### config.mk
export PLATFORM = sky130hd
export DESIGN_NAME = refraction_container_tracker
export DESIGN_NICKNAME = d
export VERILOG_FILES = /design/src/design/rct_pkg.sv /design/src/design/refraction_container_tracker.sv /design/src/design/rct_cell.sv
export SDC_FILE = /design/constraint.sdc
export NUM_CORES = 1
export LEC_CHECK = 0
export BUFFER_PORTS_ARGS = -buffer_cell sky130_fd_sc_hd__buf_4
export CAP_MARGIN = 0
export CORE_UTILIZATION = 55
export DETAILED_ROUTE_END_ITERATION = 10
export PLACE_DENSITY = 0.72
export SLEW_MARGIN = 15
export SYNTH_ARGS = -nofsm -noshare
export SYNTH_HDL_FRONTEND = slang
export SYNTH_SLANG_ARGS = --single-unit
### constraint.sdc
create_clock -name clk_i -period 10.3 [get_ports clk_i]
set_input_delay 0.515 -clock clk_i [delete_from_list [all_inputs] [get_ports clk_i]]
set_output_delay 0.515 -clock clk_i [all_outputs]
set_load 0.005 [all_outputs]
### src/design/rct_pkg.sv
// Shared types and constants for the refraction container tracker.
package rct_pkg;

  // Unsigned Q4.12 index value for 1.0 (vacuum / empty list)
  localparam logic [15:0] IndexOne = 16'd4096;

  // Input request: one sorted intersection of a ray
  typedef struct packed {
    logic [15:0] object_id;
    logic [15:0] object_index;
    logic        is_hit;
    logic        last;
  } in_req_t;

  // Output request: indices across the shaded surface
  typedef struct packed {
    logic [15:0] n_from;
    logic [15:0] n_to;
    logic        overflow;
  } out_req_t;

  // One list entry held by a cell
  typedef struct packed {
    logic        valid;
    logic [15:0] id;
    logic [15:0] index;
  } entry_t;

  // Broadcast control from the sequencer to every cell
  typedef struct packed {
    logic        advance;
    logic        remove;
    logic        append;
    logic        clear;
    logic [15:0] id;
    logic [15:0] index;
  } cell_ctrl_t;

  // Sequencer states
  typedef enum logic [1:0] {
    S_IDLE = 2'b01,
    S_EXEC = 2'b10
  } state_e;

endpackage

### src/design/refraction_container_tracker.sv
// Top level: sequencer, output register and the chain of container cells.
// Flow: an accepted request is held in the item register; its result is registered in the output register.
// One request at a time: the accept/execute sequencer around the cell chain takes no new request
// until execute ends; a hit waits in execute while the output register is full.
// Reset: asynchronous active-low; list, overflow flag, sequencer and output valid clear.
module refraction_container_tracker #(
  parameter int MAX_NESTING = 8
) (
  input  logic              clk_i,
  input  logic              rst_ni,
  input  logic              in_valid_i,
  output logic              in_ready_o,
  input  rct_pkg::in_req_t  in_req_i,
  output logic              out_valid_o,
  input  logic              out_ready_i,
  output rct_pkg::out_req_t out_req_o
);

  rct_pkg::state_e     state_q, state_d;
  rct_pkg::in_req_t    item_q;
  rct_pkg::out_req_t   out_q, out_d;
  logic                out_valid_q, out_valid_d;
  logic                ovf_q, ovf_d;
  rct_pkg::cell_ctrl_t ctrl;

  rct_pkg::entry_t           ent [MAX_NESTING];
  logic [MAX_NESTING-1:0]    valid_vec;
  logic [MAX_NESTING-1:0]    match_vec;
  logic [MAX_NESTING-1:0]    top_hot;
  logic [MAX_NESTING-1:0]    sec_hot;
  logic [MAX_NESTING:0]      found_chain;

  logic        accept, advance, out_free;
  logic        any_found, full, empty, has_second, match_top;
  logic [15:0] top_index, sec_index, n_from, n_to;

  assign in_ready_o = (state_q == rct_pkg::S_IDLE);
  assign accept     = in_valid_i & in_ready_o;
  assign out_free   = !out_valid_q | out_ready_i;
  assign advance    = (state_q == rct_pkg::S_EXEC) & (!item_q.is_hit | out_free);

  // Sequencer
  always_comb begin
    state_d = state_q;
    unique case (state_q)
      rct_pkg::S_IDLE: if (accept)  state_d = rct_pkg::S_EXEC;
      rct_pkg::S_EXEC: if (advance) state_d = rct_pkg::S_IDLE;
      default:                      state_d = rct_pkg::S_IDLE;
    endcase
  end

  always_ff @(posedge clk_i or negedge rst_ni) begin
    if (!rst_ni) begin
      state_q <= rct_pkg::S_IDLE;
    end else begin
      state_q <= state_d;
    end
  end

  always_ff @(posedge clk_i) begin
    if (accept) begin
      item_q <= in_req_i;
    end
  end

  // Cell chain
  assign found_chain[0] = 1'b0;
  assign any_found      = found_chain[MAX_NESTING];
  assign full           = valid_vec[MAX_NESTING-1];
  assign empty          = !valid_vec[0];

  assign ctrl = '{advance: advance,
                  remove:  any_found,
                  append:  !any_found & !full,
                  clear:   item_q.last,
                  id:      item_q.object_id,
                  index:   item_q.object_index};

  for (genvar k = 0; k < MAX_NESTING; k++) begin : g_cell
    rct_pkg::entry_t nbr;
    logic            prev_valid;

    if (k == MAX_NESTING - 1) begin : g_tail
      assign nbr = '0;
    end else begin : g_body
      assign nbr = ent[k+1];
    end

    if (k == 0) begin : g_head
      assign prev_valid = 1'b1;
    end else begin : g_rest
      assign prev_valid = ent[k-1].valid;
    end

    rct_cell u_cell (
      .clk_i       (clk_i),
      .rst_ni      (rst_ni),
      .ctrl_i      (ctrl),
      .nbr_i       (nbr),
      .prev_valid_i(prev_valid),
      .found_i     (found_chain[k]),
      .found_o     (found_chain[k+1]),
      .match_o     (match_vec[k]),
      .entry_o     (ent[k])
    );

    assign valid_vec[k] = ent[k].valid;
  end

  // Top and second-from-top selects over the thermometer of valid bits
  always_comb begin
    top_hot   = '0;
    sec_hot   = '0;
    top_index = '0;
    sec_index = '0;
    for (int k = 0; k < MAX_NESTING; k++) begin
      if (k == MAX_NESTING - 1) begin
        top_hot[k] = valid_vec[k];
      end else begin
        top_hot[k] = valid_vec[k] & !valid_vec[k+1];
      end
    end
    for (int k = 0; k < MAX_NESTING - 1; k++) begin
      sec_hot[k] = top_hot[k+1];
    end
    for (int k = 0; k < MAX_NESTING; k++) begin
      top_index = top_index | ({16{top_hot[k]}} & ent[k].index);
      sec_index = sec_index | ({16{sec_hot[k]}} & ent[k].index);
    end
  end

  assign has_second = |sec_hot;
  assign match_top  = |(match_vec & top_hot);
  assign n_from     = empty ? rct_pkg::IndexOne : top_index;

  // Index after the toggle
  always_comb begin
    priority if (any_found) begin
      if (match_top) begin
        n_to = has_second ? sec_index : rct_pkg::IndexOne;
      end else begin
        n_to = n_from;
      end
    end else if (!full) begin
      n_to = item_q.object_index;
    end else begin
      n_to = n_from;
    end
  end

  // Sticky overflow, cleared at the end of a ray
  always_comb begin
    ovf_d = ovf_q;
    if (advance) begin
      ovf_d = item_q.last ? 1'b0 : (ovf_q | (!any_found & full));
    end
  end

  // Output register
  always_comb begin
    out_valid_d = out_valid_q;
    out_d       = out_q;
    if (advance && item_q.is_hit) begin
      out_valid_d = 1'b1;
      out_d       = '{n_from: n_from, n_to: n_to, overflow: ovf_q | (!any_found & full)};
    end else if (out_ready_i) begin
      out_valid_d = 1'b0;
    end
  end

  always_ff @(posedge clk_i or negedge rst_ni) begin
    if (!rst_ni) begin
      ovf_q       <= 1'b0;
      out_valid_q <= 1'b0;
    end else begin
      ovf_q       <= ovf_d;
      out_valid_q <= out_valid_d;
    end
  end

  always_ff @(posedge clk_i) begin
    out_q <= out_d;
  end

  assign out_valid_o = out_valid_q;
  assign out_req_o   = out_q;

`ifndef SYNTH
  // List occupancy is always a contiguous run from the head
  a_thermometer: assert property (@(posedge clk_i) disable iff (!rst_ni)
    ((valid_vec >> 1) & ~valid_vec) == '0)
    else $error("container list has a hole");

  // Execute returns to idle on the following cycle unless a hit waits on the output register
  a_exec_done: assert property (@(posedge clk_i) disable iff (!rst_ni)
    (state_q == rct_pkg::S_EXEC) && (!item_q.is_hit || out_free)
    |=> state_q == rct_pkg::S_IDLE)
    else $error("execute did not complete");

  // The end of a ray leaves an empty list and a clear overflow flag
  a_ray_clear: assert property (@(posedge clk_i) disable iff (!rst_ni)
    advance && item_q.last |=> !valid_vec[0] && !ovf_q)
    else $error("list not cleared after last intersection");

  // A result is produced only by a hit that advances
  a_result_src: assert property (@(posedge clk_i) disable iff (!rst_ni)
    $rose(out_valid_q) |-> $past(advance && item_q.is_hit))
    else $error("result without a hit request");

  a_state_hot: assert property (@(posedge clk_i) disable iff (!rst_ni)
    $onehot(state_q))
    else $error("sequencer state not one-hot");
`endif

endmodule

### src/design/rct_cell.sv
// One container list cell: holds one entry, compares, clears, shifts or appends.
module rct_cell (
  input  logic               clk_i,
  input  logic               rst_ni,
  input  rct_pkg::cell_ctrl_t ctrl_i,
  input  rct_pkg::entry_t    nbr_i,        // entry of the next cell toward the tail
  input  logic               prev_valid_i, // previous cell holds an entry
  input  logic               found_i,      // a match exists at a lower position
  output logic               found_o,
  output logic               match_o,
  output rct_pkg::entry_t    entry_o
);

  logic        valid_q, valid_d;
  logic [15:0] id_q, id_d;
  logic [15:0] index_q, index_d;
  logic        kill;

  // Compare and first-match chain
  assign match_o = valid_q & (id_q == ctrl_i.id);
  assign kill    = found_i | match_o;
  assign found_o = kill;

  // Next entry: clear, compact from the neighbor, or take the new object
  always_comb begin
    valid_d = valid_q;
    id_d    = id_q;
    index_d = index_q;
    if (ctrl_i.advance) begin
      priority if (ctrl_i.clear) begin
        valid_d = 1'b0;
      end else if (ctrl_i.remove && kill) begin
        valid_d = nbr_i.valid;
        id_d    = nbr_i.id;
        index_d = nbr_i.index;
      end else if (ctrl_i.append && prev_valid_i && !valid_q) begin
        valid_d = 1'b1;
        id_d    = ctrl_i.id;
        index_d = ctrl_i.index;
      end
    end
  end

  always_ff @(posedge clk_i or negedge rst_ni) begin
    if (!rst_ni) begin
      valid_q <= 1'b0;
    end else begin
      valid_q <= valid_d;
    end
  end

  // Payload needs no reset
  always_ff @(posedge clk_i) begin
    id_q    <= id_d;
    index_q <= index_d;
  end

  assign entry_o = '{valid: valid_q, id: id_q, index: index_q};

endmodule
After elaboration in Yosys (flattened, before gate mapping)
Cells that the tools add are included.
{ "classes": {"n_eq_ne": 12, "muxes": 65, "bitwise": 59, "reduce_logical": 70} }
{ "op_table": {"columns": ["operator", "n"], "rows": [
  ["$mux 16", 35],
  ["$and 16x16->16", 15],
  ["$or 16x16->16", 13],
  ["$eq 16x16->1", 8],
  ["$mux 1", 27],
  ["$reduce_and 3->1", 8],
  ["$reduce_bool 3->1", 8],
  ["$logic_and 1x1->1", 23],
  ["$and 1x1->1", 19],
  ["$reduce_and 2->1", 9],
  ["$reduce_bool 2->1", 9],
  ["$logic_not 1->1", 11],
  ["$or 1x1->1", 10],
  ["$and 8x8->8", 1],
  ["$reduce_or 8->1", 1],
  ["$reduce_or 7->1", 1],
  ["$mux 2", 2],
  ["$pmux 2 s2", 1],
  ["$eq 2x1->1 const B", 1],
  ["$eq 2x2->1 const B", 1],
  ["$ne 2x1->1 const B", 1],
  ["$ne 2x2->1 const B", 1],
  ["$not 1->1", 1]
]} }
{ "totals": {"regBits": 335, "input_bits": 38, "output_inout_bits": 35} }

Longest topological paths before layout
Gate-level depths: netlist (run 1).
{ "depth": {"word_depth": 16, "ltp_mapped": 12} }

By module
From an unflattened synthesis (run 1), not the netlist that was laid out.
{ "unflattened": {"cells_unflattened": 2446, "area_unflattened_um2": 23836.6} }
{ "modules_own_cells": {"columns": ["mod", "n_inst", "cells_each", "area_per_inst_um2", "seq_area_each_um2"], "rows": [
  ["rct_cell", 8, 264, 2484.9, 985.9],
  ["refraction_container_tracker", 1, 334, 3957.5, 2113.3]
]} }

Worst setup path after synthesis (run 1)
No wires, ideal clock.
{ "synth_path": {"kind": "register to register", "from": "register item_q, in the netlist ctrl[20]", "to": "register g_cell[1].u_cell.id_q[0], enable pin", "setup_time_ns": 0.432, "arrival_ns": 3.623, "required_time_ns": 9.868, "slack_ns": 6.245, "path_stages_with_launch": 11, "path_buffers": 2, "period_less_slack_ns": 4.055, "path_cell_list": "edfxtp_1 -> buf_2 -> xnor2_1 -> nand4_1 -> nor4_1 -> a22oi_1 -> and4_1 -> and2_1 -> clkbuf_1 -> nand2_1 -> a21oi_1"} }
{ "synth_between": {"elab_chain_len": 15, "elab_cells_between_ends": 30} }
{ "synth_lines": {"columns": ["item", "line", "rtl"], "rows": [
  ["start, declared", "refraction_container_tracker.sv:20", "rct_pkg::in_req_t item_q;"],
  ["start signal, assigned", "refraction_container_tracker.sv:62", "item_q <= in_req_i;"],
  ["$eq 16x16->1", "rct_cell.sv:20", "assign match_o = valid_q & (id_q == ctrl_i.id);"],
  ["$and 1x1->1", "rct_cell.sv:20", null],
  ["$or 1x1->1 (7 in series)", "rct_cell.sv:21", "assign kill = found_i | match_o;"],
  ["$logic_not 1->1", "refraction_container_tracker.sv:74", "append: !any_found & !full,"],
  ["$and 1x1->1", "refraction_container_tracker.sv:74", null],
  ["$logic_and 1x1->1 (2 in series)", "rct_cell.sv:36", "end else if (ctrl_i.append && prev_valid_i && !valid_q) begin"],
  ["$reduce_bool 2->1 (no source line) (*)", null, null],
  ["$reduce_and 3->1 (no source line) (*)", null, null],
  ["end signal, assigned", "rct_cell.sv:54", "id_q <= id_d;"],
  ["end, declared", "rct_cell.sv:15", "logic [15:0] id_q, id_d;"]
]} }
Every way passes the cells marked *; elsewhere a longest branch is shown, timed or not.
A chain may end at the register's enable or synchronous reset.

Worst setup path after layout (run 1)
{ "layout_path": {"from": "register item_q, in the netlist ctrl[31]", "to": "register g_cell[6].u_cell.id_q[7], enable pin"} }
{ "layout_between": {"elab_chain_len": 15, "elab_cells_between_ends": 30} }
{ "layout_lines": {"columns": ["item", "line"], "rows": [
  ["$eq 16x16->1", "rct_cell.sv:20"],
  ["$and 1x1->1", "rct_cell.sv:20"],
  ["$or 1x1->1 (7 in series)", "rct_cell.sv:21"],
  ["$logic_not 1->1", "refraction_container_tracker.sv:74"],
  ["$and 1x1->1", "refraction_container_tracker.sv:74"],
  ["$logic_and 1x1->1 (2 in series)", "rct_cell.sv:36"],
  ["$reduce_bool 2->1 (no source line) (*)", null],
  ["$reduce_and 3->1 (no source line) (*)", null],
  ["end signal, assigned", "rct_cell.sv:54"],
  ["end, declared", "rct_cell.sv:15"]
]} }
Marks and branches as above.

==> results.json, run 1 <==
{
  "yosysWarningCount": 0,
  "die_w_um": 176.7,
  "gp_congestion": 0.9488,
  "p_sw_share_pct": 27.27,
  "layout_commonest_cell": "edfxtp_1",
  "p_comb_share_pct": 17.3,
  "ys_seq_area_share_pct": 59.59,
  "max_freq_mhz": 207.4,
  "clkLatencyLatePin_ps": 520,
  "register_area_sq_mm": 0.01000,
  "grt_max_degree": 41,
  "placed_cell_area_sq_mm": 0.01762,
  "vias": 11190,
  "drive_gt1_share_pct": 25.55,
  "status": "complete, no violations",
  "most-common-layout-cells": "323 x edfxtp_1, 164 x mux2_2, 114 x nand2_1, 104 x xnor2_1, 96 x buf_4",
  "synthesis.area_sq_mm": 0.01678,
  "vdd_drop_max_mv": 0.09629,
  "diodes": 0,
  "p_int_uw": 2525,
  "vias_per_cell": 6.581,
  "period_minus_slack_ps": 4821,
  "power_density_mw_per_mm2": 185.3,
  "start_util_pct": 56.32,
  "holdWs_ps": 169.5,
  "root_buffer": "clkbuf_16",
  "power.leakage_uw": 0.006364,
  "finalWorstSetupSlack_ps": 5479,
  "drc_errors": 0,
  "multi_input_area_sq_mm": 0.006304,
  "nNetsFinal": 1323,
  "slew_headroom_pct": 29.37,
  "rsz0062_at_grt": "false",
  "cp-end-kind": "register",
  "postRouteAntennaNets": 0,
  "grt_util_all_layers_pct": 29.94,
  "dr.pass1.iters": 8,
  "dpl.hpwl_um": 27740,
  "p_switching_uw": 946.6,
  "grt_pass1_vias": 10920,
  "setup_tns_ps": 0,
  "grt_pass1_wl_um": 69040,
  "finalCritPeriodShare_pct": 46.81,
  "critPathArrivalTime_ps": 5000,
  "pwr-share-seq_pct": 46.8,
  "area_growth_pct": 11.65,
  "wl_um": 45480,
  "hp-class": "input pin to register",
  "tightestPinTransition_ps": 1056,
  "io_pins": 73,
  "synth_cell_types": 49,
  "cts_tree": "yes",
  "ys.flop_type": "edfxtp_1",
  "h-tree-depth": 2,
  "port_buffers": 72,
  "skew_ps": 17.91,
  "post_cts_resized": 0,
  "required_ps": 10470,
  "drv_cap": 0,
  "syn_nets": 1288,
  "die_h_um": 176.7,
  "dieArea_sq_mm": 0.03122,
  "synth_edf_count": 323,
  "async_flop_share_pct": 3.582,
  "cts_setup_buffers": 0,
  "numCtsBuffers": 37,
  "ys_seq_elements": 335,
  "wire_per_inst_um": 26.74,
  "core-area_sq_mm": 0.02980,
  "drv_slew": 0,
  "clk_pin_slew_ps": 60,
  "startpoint_type": "register",
  "clk_path_buf_depth": 3,
  "setup_viol": 0,
  "hold_viol": 0,
  "worstPathMaxFanout": 36,
  "grt_overflow": 0,
  "row_count": 63,
  "fillers": 2254,
  "avgSynthCellArea_sq_um": 13.43,
  "synthCells": 1250,
  "drt_iter0_markers": 1851,
  "p_clk_share_pct": 35.8,
  "cts_sinks": 335,
  "critical_path_class": "register to register",
  "pre_cts_ws_ps": 5429,
  "antenna_found_initial": 0,
  "fin_area_sq_mm": 0.01874
}
critical path: stages (launching register included):
cell and delay [ps]:
edfxtp_1 670, xnor2_1 530, nand4_1 230, nor4_1 700, a22oi_1 370, nand4_4 660
or2_2 250, a21oi_1 70, nor2_4 530, buf_4 450
area by class of cell:
class	instances	area share [%]
Clock buffer	51	5.442
Clock inverter	14	0.4674
Inverter	21	0.4207
Multi-Input combinational cell	792	33.64
Sequential cell	335	53.38
Tap cell	390	2.604
Timing Repair Buffer	98	4.047
power groups by stage:
stage                     Sequential (uW)  Combinational [uW]  Clock (uW)
after floorplan                      1610                 430           0
after global placement               1650                 573           0
after detailed placement             1650                 585           0
after CTS                            1620                 590        1260
after global routing                 1630                 645        1300
final                                1630                 602        1240
final timing paths:
| kind | cells past startpoint | endpoint | from | slack, ps |
|---|---|---|---|---|
| min in group asynchronous | 2 | g_cell[2].u_cell.valid_q | rst_ni | 380 |
| worst min-delay path | 1 | ctrl[0] | in_req_i[2] | 170 |
| worst max register to register | 9 | g_cell[6].u_cell.id_q[7] | ctrl[31] | 5480 |
| max in group asynchronous | 2 | state_q[0] | rst_ni | 9680 |
| worst max-delay path | 9 | g_cell[6].u_cell.id_q[7] | ctrl[31] | 5480 |
| worst min register to register | 1 | out_valid_o | out_valid_o | 540 |
state kept, by name, indices dropped and copies added (netlist names):
signal                 cells
item_q                     1
g_cell.u_cell.id_q       128
ovf_q                      1
ctrl                      33
out_req_o                 33
out_valid_o                1
g_cell.u_cell.valid_q      8
g_cell.u_cell.index_q    128
state_q                    2
per-layer routing:
layer | vias to the layer above | track usage, % | wire (um)
met4 | 0 | 10.45 | 1394
met1 | 5599 | 43.18 | 18820
met5 | - | 0 | 0
li1 | 4833 | - | -
met2 | 667 | 45.23 | 20500
met3 | 95 | 5.885 | 4761
logic make-up (layout without fill, tap and decap cells):
group / Yosys count / after routing / share of synthesized area, %
DFF: 335 / 335 / 59.59
and+or+nand+nor: 275 / 275 / 8.223
AOI/OAI and AO/OA: 197 / 197 / 9.148
muxes: 195 / 195 / 13.06
xor gates and xnor gates: 125 / 125 / 6.524
buffers and inverters: 123 / 184 / 3.452
through the flow:
stage	total power, uW	util (%)	cells
3_5_place_dp	2236	59.13	1635
5_1_grt	3577	62.88	1701
3_3_place_gp	2223	59.04	1634
2_1_floorplan	2042	-	1250
4_1_cts	3469	62.88	1701
6_report	3471	62.88	1701
what timing repair did:
item	4_1_cts	5_1_grt
hold buffers	1	0
endpoints found under the hold margin	11	0
setup endpoints to repair	0	0
Yosys cell counts (4+ instances only):
| cell | number | area, sq um |
|---|---|---|
| nand3_1 | 26 | 130.1 |
| buf_1 | 5 | 18.77 |
| a22oi_1 | 57 | 427.9 |
| a221o_1 | 21 | 210.2 |
| nor3_1 | 5 | 25.02 |
| nor4_1 | 11 | 68.82 |
| nor2_1 | 18 | 67.56 |
| xnor2_1 | 104 | 910.9 |
| nand2_1 | 115 | 431.7 |
| a222oi_1 | 16 | 160.2 |
| xor2_1 | 21 | 183.9 |
| a22o_1 | 33 | 289.0 |
| dfrtp_1 | 11 | 275.3 |
| inv_1 | 21 | 78.83 |
| clkbuf_1 | 49 | 183.9 |
| buf_6 | 8 | 90.09 |
| a21o_1 | 4 | 30.03 |
| mux2_2 | 164 | 1847 |
| mux2_1 | 28 | 315.3 |
| nand2b_1 | 9 | 56.30 |
| nand4_1 | 32 | 200.2 |
| buf_2 | 37 | 185.2 |
| edfxtp_1 | 323 | 9699 |
| nor2b_1 | 9 | 56.30 |
| o21ai_0 | 29 | 145.1 |
| a21oi_1 | 16 | 80.08 |
| and2_1 | 36 | 225.2 |
| or3_1 | 4 | 25.02 |
No activity file was read; power rests on OpenSTA's default activity.
==> inputs of run 2 (changes only) <==
--- a/config.mk
+++ b/config.mk
@@ -9,7 +9,7 @@
 export CAP_MARGIN = 0
 export CORE_UTILIZATION = 55
 export DETAILED_ROUTE_END_ITERATION = 10
-export PLACE_DENSITY = 0.72
+export PLACE_DENSITY = 0.75
 export SLEW_MARGIN = 15
 export SYNTH_ARGS = -nofsm -noshare
 export SYNTH_HDL_FRONTEND = slang
==> constraint.sdc (replaced) <==
create_clock -name clk_i -period 4 [get_ports clk_i]
set_input_delay 0.2 -clock clk_i [delete_from_list [all_inputs] [get_ports clk_i]]
set_output_delay 0.2 -clock clk_i [all_outputs]
set_load 0.005 [all_outputs]
==> run 2 against run 1 <==
Compared with the run above: sequential power grew to 2.6 times the previous value; die area is the same; sequential cell count is the same; first-iteration DRC count shrank 12%; largest cell class unchanged.
==> results.json, run 2 (synthesis results as in run 1) <==
{
  "status": "complete, no violations",
  "grt_max_degree": 39,
  "power.leakage_uw": 0.006803,
  "die_w_um": 176.7,
  "layout_commonest_cell": "edfxtp_1",
  "top_layer": "met4",
  "register_area_sq_mm": 0.01000,
  "multi_input_area_sq_mm": 0.006302,
  "slew_headroom_pct": 33.72,
  "wl_met1_um": 18030,
  "drt_iter0_markers": 1632,
  "root_buffer": "clkbuf_16",
  "skew_ps": 18.95,
  "wl_met3_um": 4947,
  "power_density_mw_per_mm2": 484.4,
  "ff2ff_path_depth": 9,
  "port_buffers": 72,
  "wl_met2_um": 20800,
  "dr.pass1.iters": 6,
  "cp-startpoint": "ctrl[20]",
  "tightestPinTransition_ps": 992.0,
  "grt_pass1_vias": 11370,
  "fin_area_sq_mm": 0.01965,
  "wire_per_inst_um": 25.62,
  "clkLatencyLatePin_ps": 530,
  "clk_pin_slew_ps": 60,
  "period_minus_slack_ps": 3717,
  "antenna_found_initial": 0,
  "finalCritPeriodShare_pct": 92.92,
  "vdd_drop_max_mv": 0.3191,
  "critPathArrivalTime_ps": 3960,
  "setup_viol": 0,
  "setup_tns_ps": 0,
  "holdWs_ps": 59.07,
  "max_freq_mhz": 269.1,
  "start_util_pct": 56.32,
  "required_ps": 4240,
  "clk_path_buf_depth": 3,
  "cts_tree": "yes",
  "nNetsFinal": 1391,
  "grt_overflow": 0,
  "dieArea_sq_mm": 0.03122,
  "postRouteAntennaNets": 0,
  "drv_cap": 0,
  "diodes": 0,
  "cp-end-kind": "register",
  "worstPathMaxFanout": 38,
  "row_count": 63,
  "rrSetupSlack_ps": 280,
  "hp-class": "input pin to async pin",
  "grt_util_all_layers_pct": 29.57,
  "reg2reg_to": "out_req_o[5]",
  "io_pins": 73,
  "numCtsBuffers": 37,
  "dpl.hpwl_um": 28100,
  "drc_errors": 0,
  "fillers": 2147,
  "final_core_util_pct": 65.96,
  "grt_pass1_wl_um": 68670,
  "startpoint_type": "register",
  "hold_viol": 0,
  "core-area_sq_mm": 0.02980,
  "placed_cell_area_sq_mm": 0.01795,
  "post_cts_resized": 0,
  "drive_gt1_share_pct": 27.13,
  "reg.largest.list": "g_cell.u_cell.id_q (128), g_cell.u_cell.index_q (128)",
  "rsz0062_at_grt": "false",
  "h-tree-depth": 2,
  "die_h_um": 176.7,
  "vias_per_cell": 6.523,
  "cts_hold_buffers": 36,
  "crit-reg2reg-launch": "ctrl[20]",
  "most-common-layout-cells": "323 x edfxtp_1, 164 x mux2_2, 120 x buf_4, 114 x nand2_1, 104 x xnor2_1",
  "wl_um": 45400,
  "vias": 11560,
  "cts_setup_buffers": 0,
  "drv_slew": 0,
  "cts_sinks": 335,
  "area_growth_pct": 17.11,
  "gp_congestion": 0.9372,
  "critical_path_class": "register to register",
  "endpoint": "out_req_o[5]"
}
## run 2: cell types whose count changed in the layout (fill, tap and decap cells not counted), sizes merged
| cell | previous run | this run |
|---|---|---|
| buf | 97 | 130 |
| clkinv | 12 | 11 |
| dlygate4sd3 | 1 | 36 |
| clkbuf | 51 | 48 |
| inv | 22 | 23 |
| bufinv | 1 | 7 |
## run 2: worst min-delay path by stage
stage / cells past startpoint / startpoint / to
final: 2 / rst_ni / g_cell[0].u_cell.valid_q
after global routing: 2 / rst_ni / g_cell[0].u_cell.valid_q
after CTS: 2 / rst_ni / g_cell[0].u_cell.valid_q
after detailed placement: 1 / rst_ni / out_valid_o
after global placement: 1 / rst_ni / out_valid_o
after floorplan: 0 / rst_ni / g_cell[0].u_cell.valid_q
## run 2: power breakdown
group          switching (uW)  leakage (uW)  total [uW]  internal (uW)
registers                 154       0.00308        4170           4010
clock network            1400      0.000648        3700           2300
logic                     956       0.00308        1650            695
total                    2510       0.00680        9520           7010
## run 2: per-stage QoR
step / setup slack [ps] / std cells / total power [uW]
after floorplan: 24.73 / 1250 / 5260
after global placement: 372.6 / 1667 / 5753
after detailed placement: 336.3 / 1667 / 5799
after CTS: 318.8 / 1771 / 9496
after global routing: 92.58 / 1772 / 9778
final: 283.3 / 1772 / 9520
## run 2: final cells by class
cell class              instances  share of cell area [%]
clock buffers                  48                   5.341
clock inverters                20                   1.388
inverters                      21                  0.4011
multi-input cells             792                   32.07
flip-flops and latches        335                   50.88
well taps                     390                   2.483
repair buffers                166                   7.436
## run 2: worst max-delay path: stages, from the launching register on
cell and delay, ps:
edfxtp_1 660, xnor2_1 390, nand4_1 230, nor4_1 640, a22oi_1 230, and4_1 200, buf_4 310, mux2i_1 330
buf_4 270, o21ai_0 150
## run 2: layer usage
layer,up-vias,global-route usage [%]
li1,4968,-
met5,-,0
met4,0,10.67
met2,777,46.86
met1,5689,41.03
met3,124,5.155
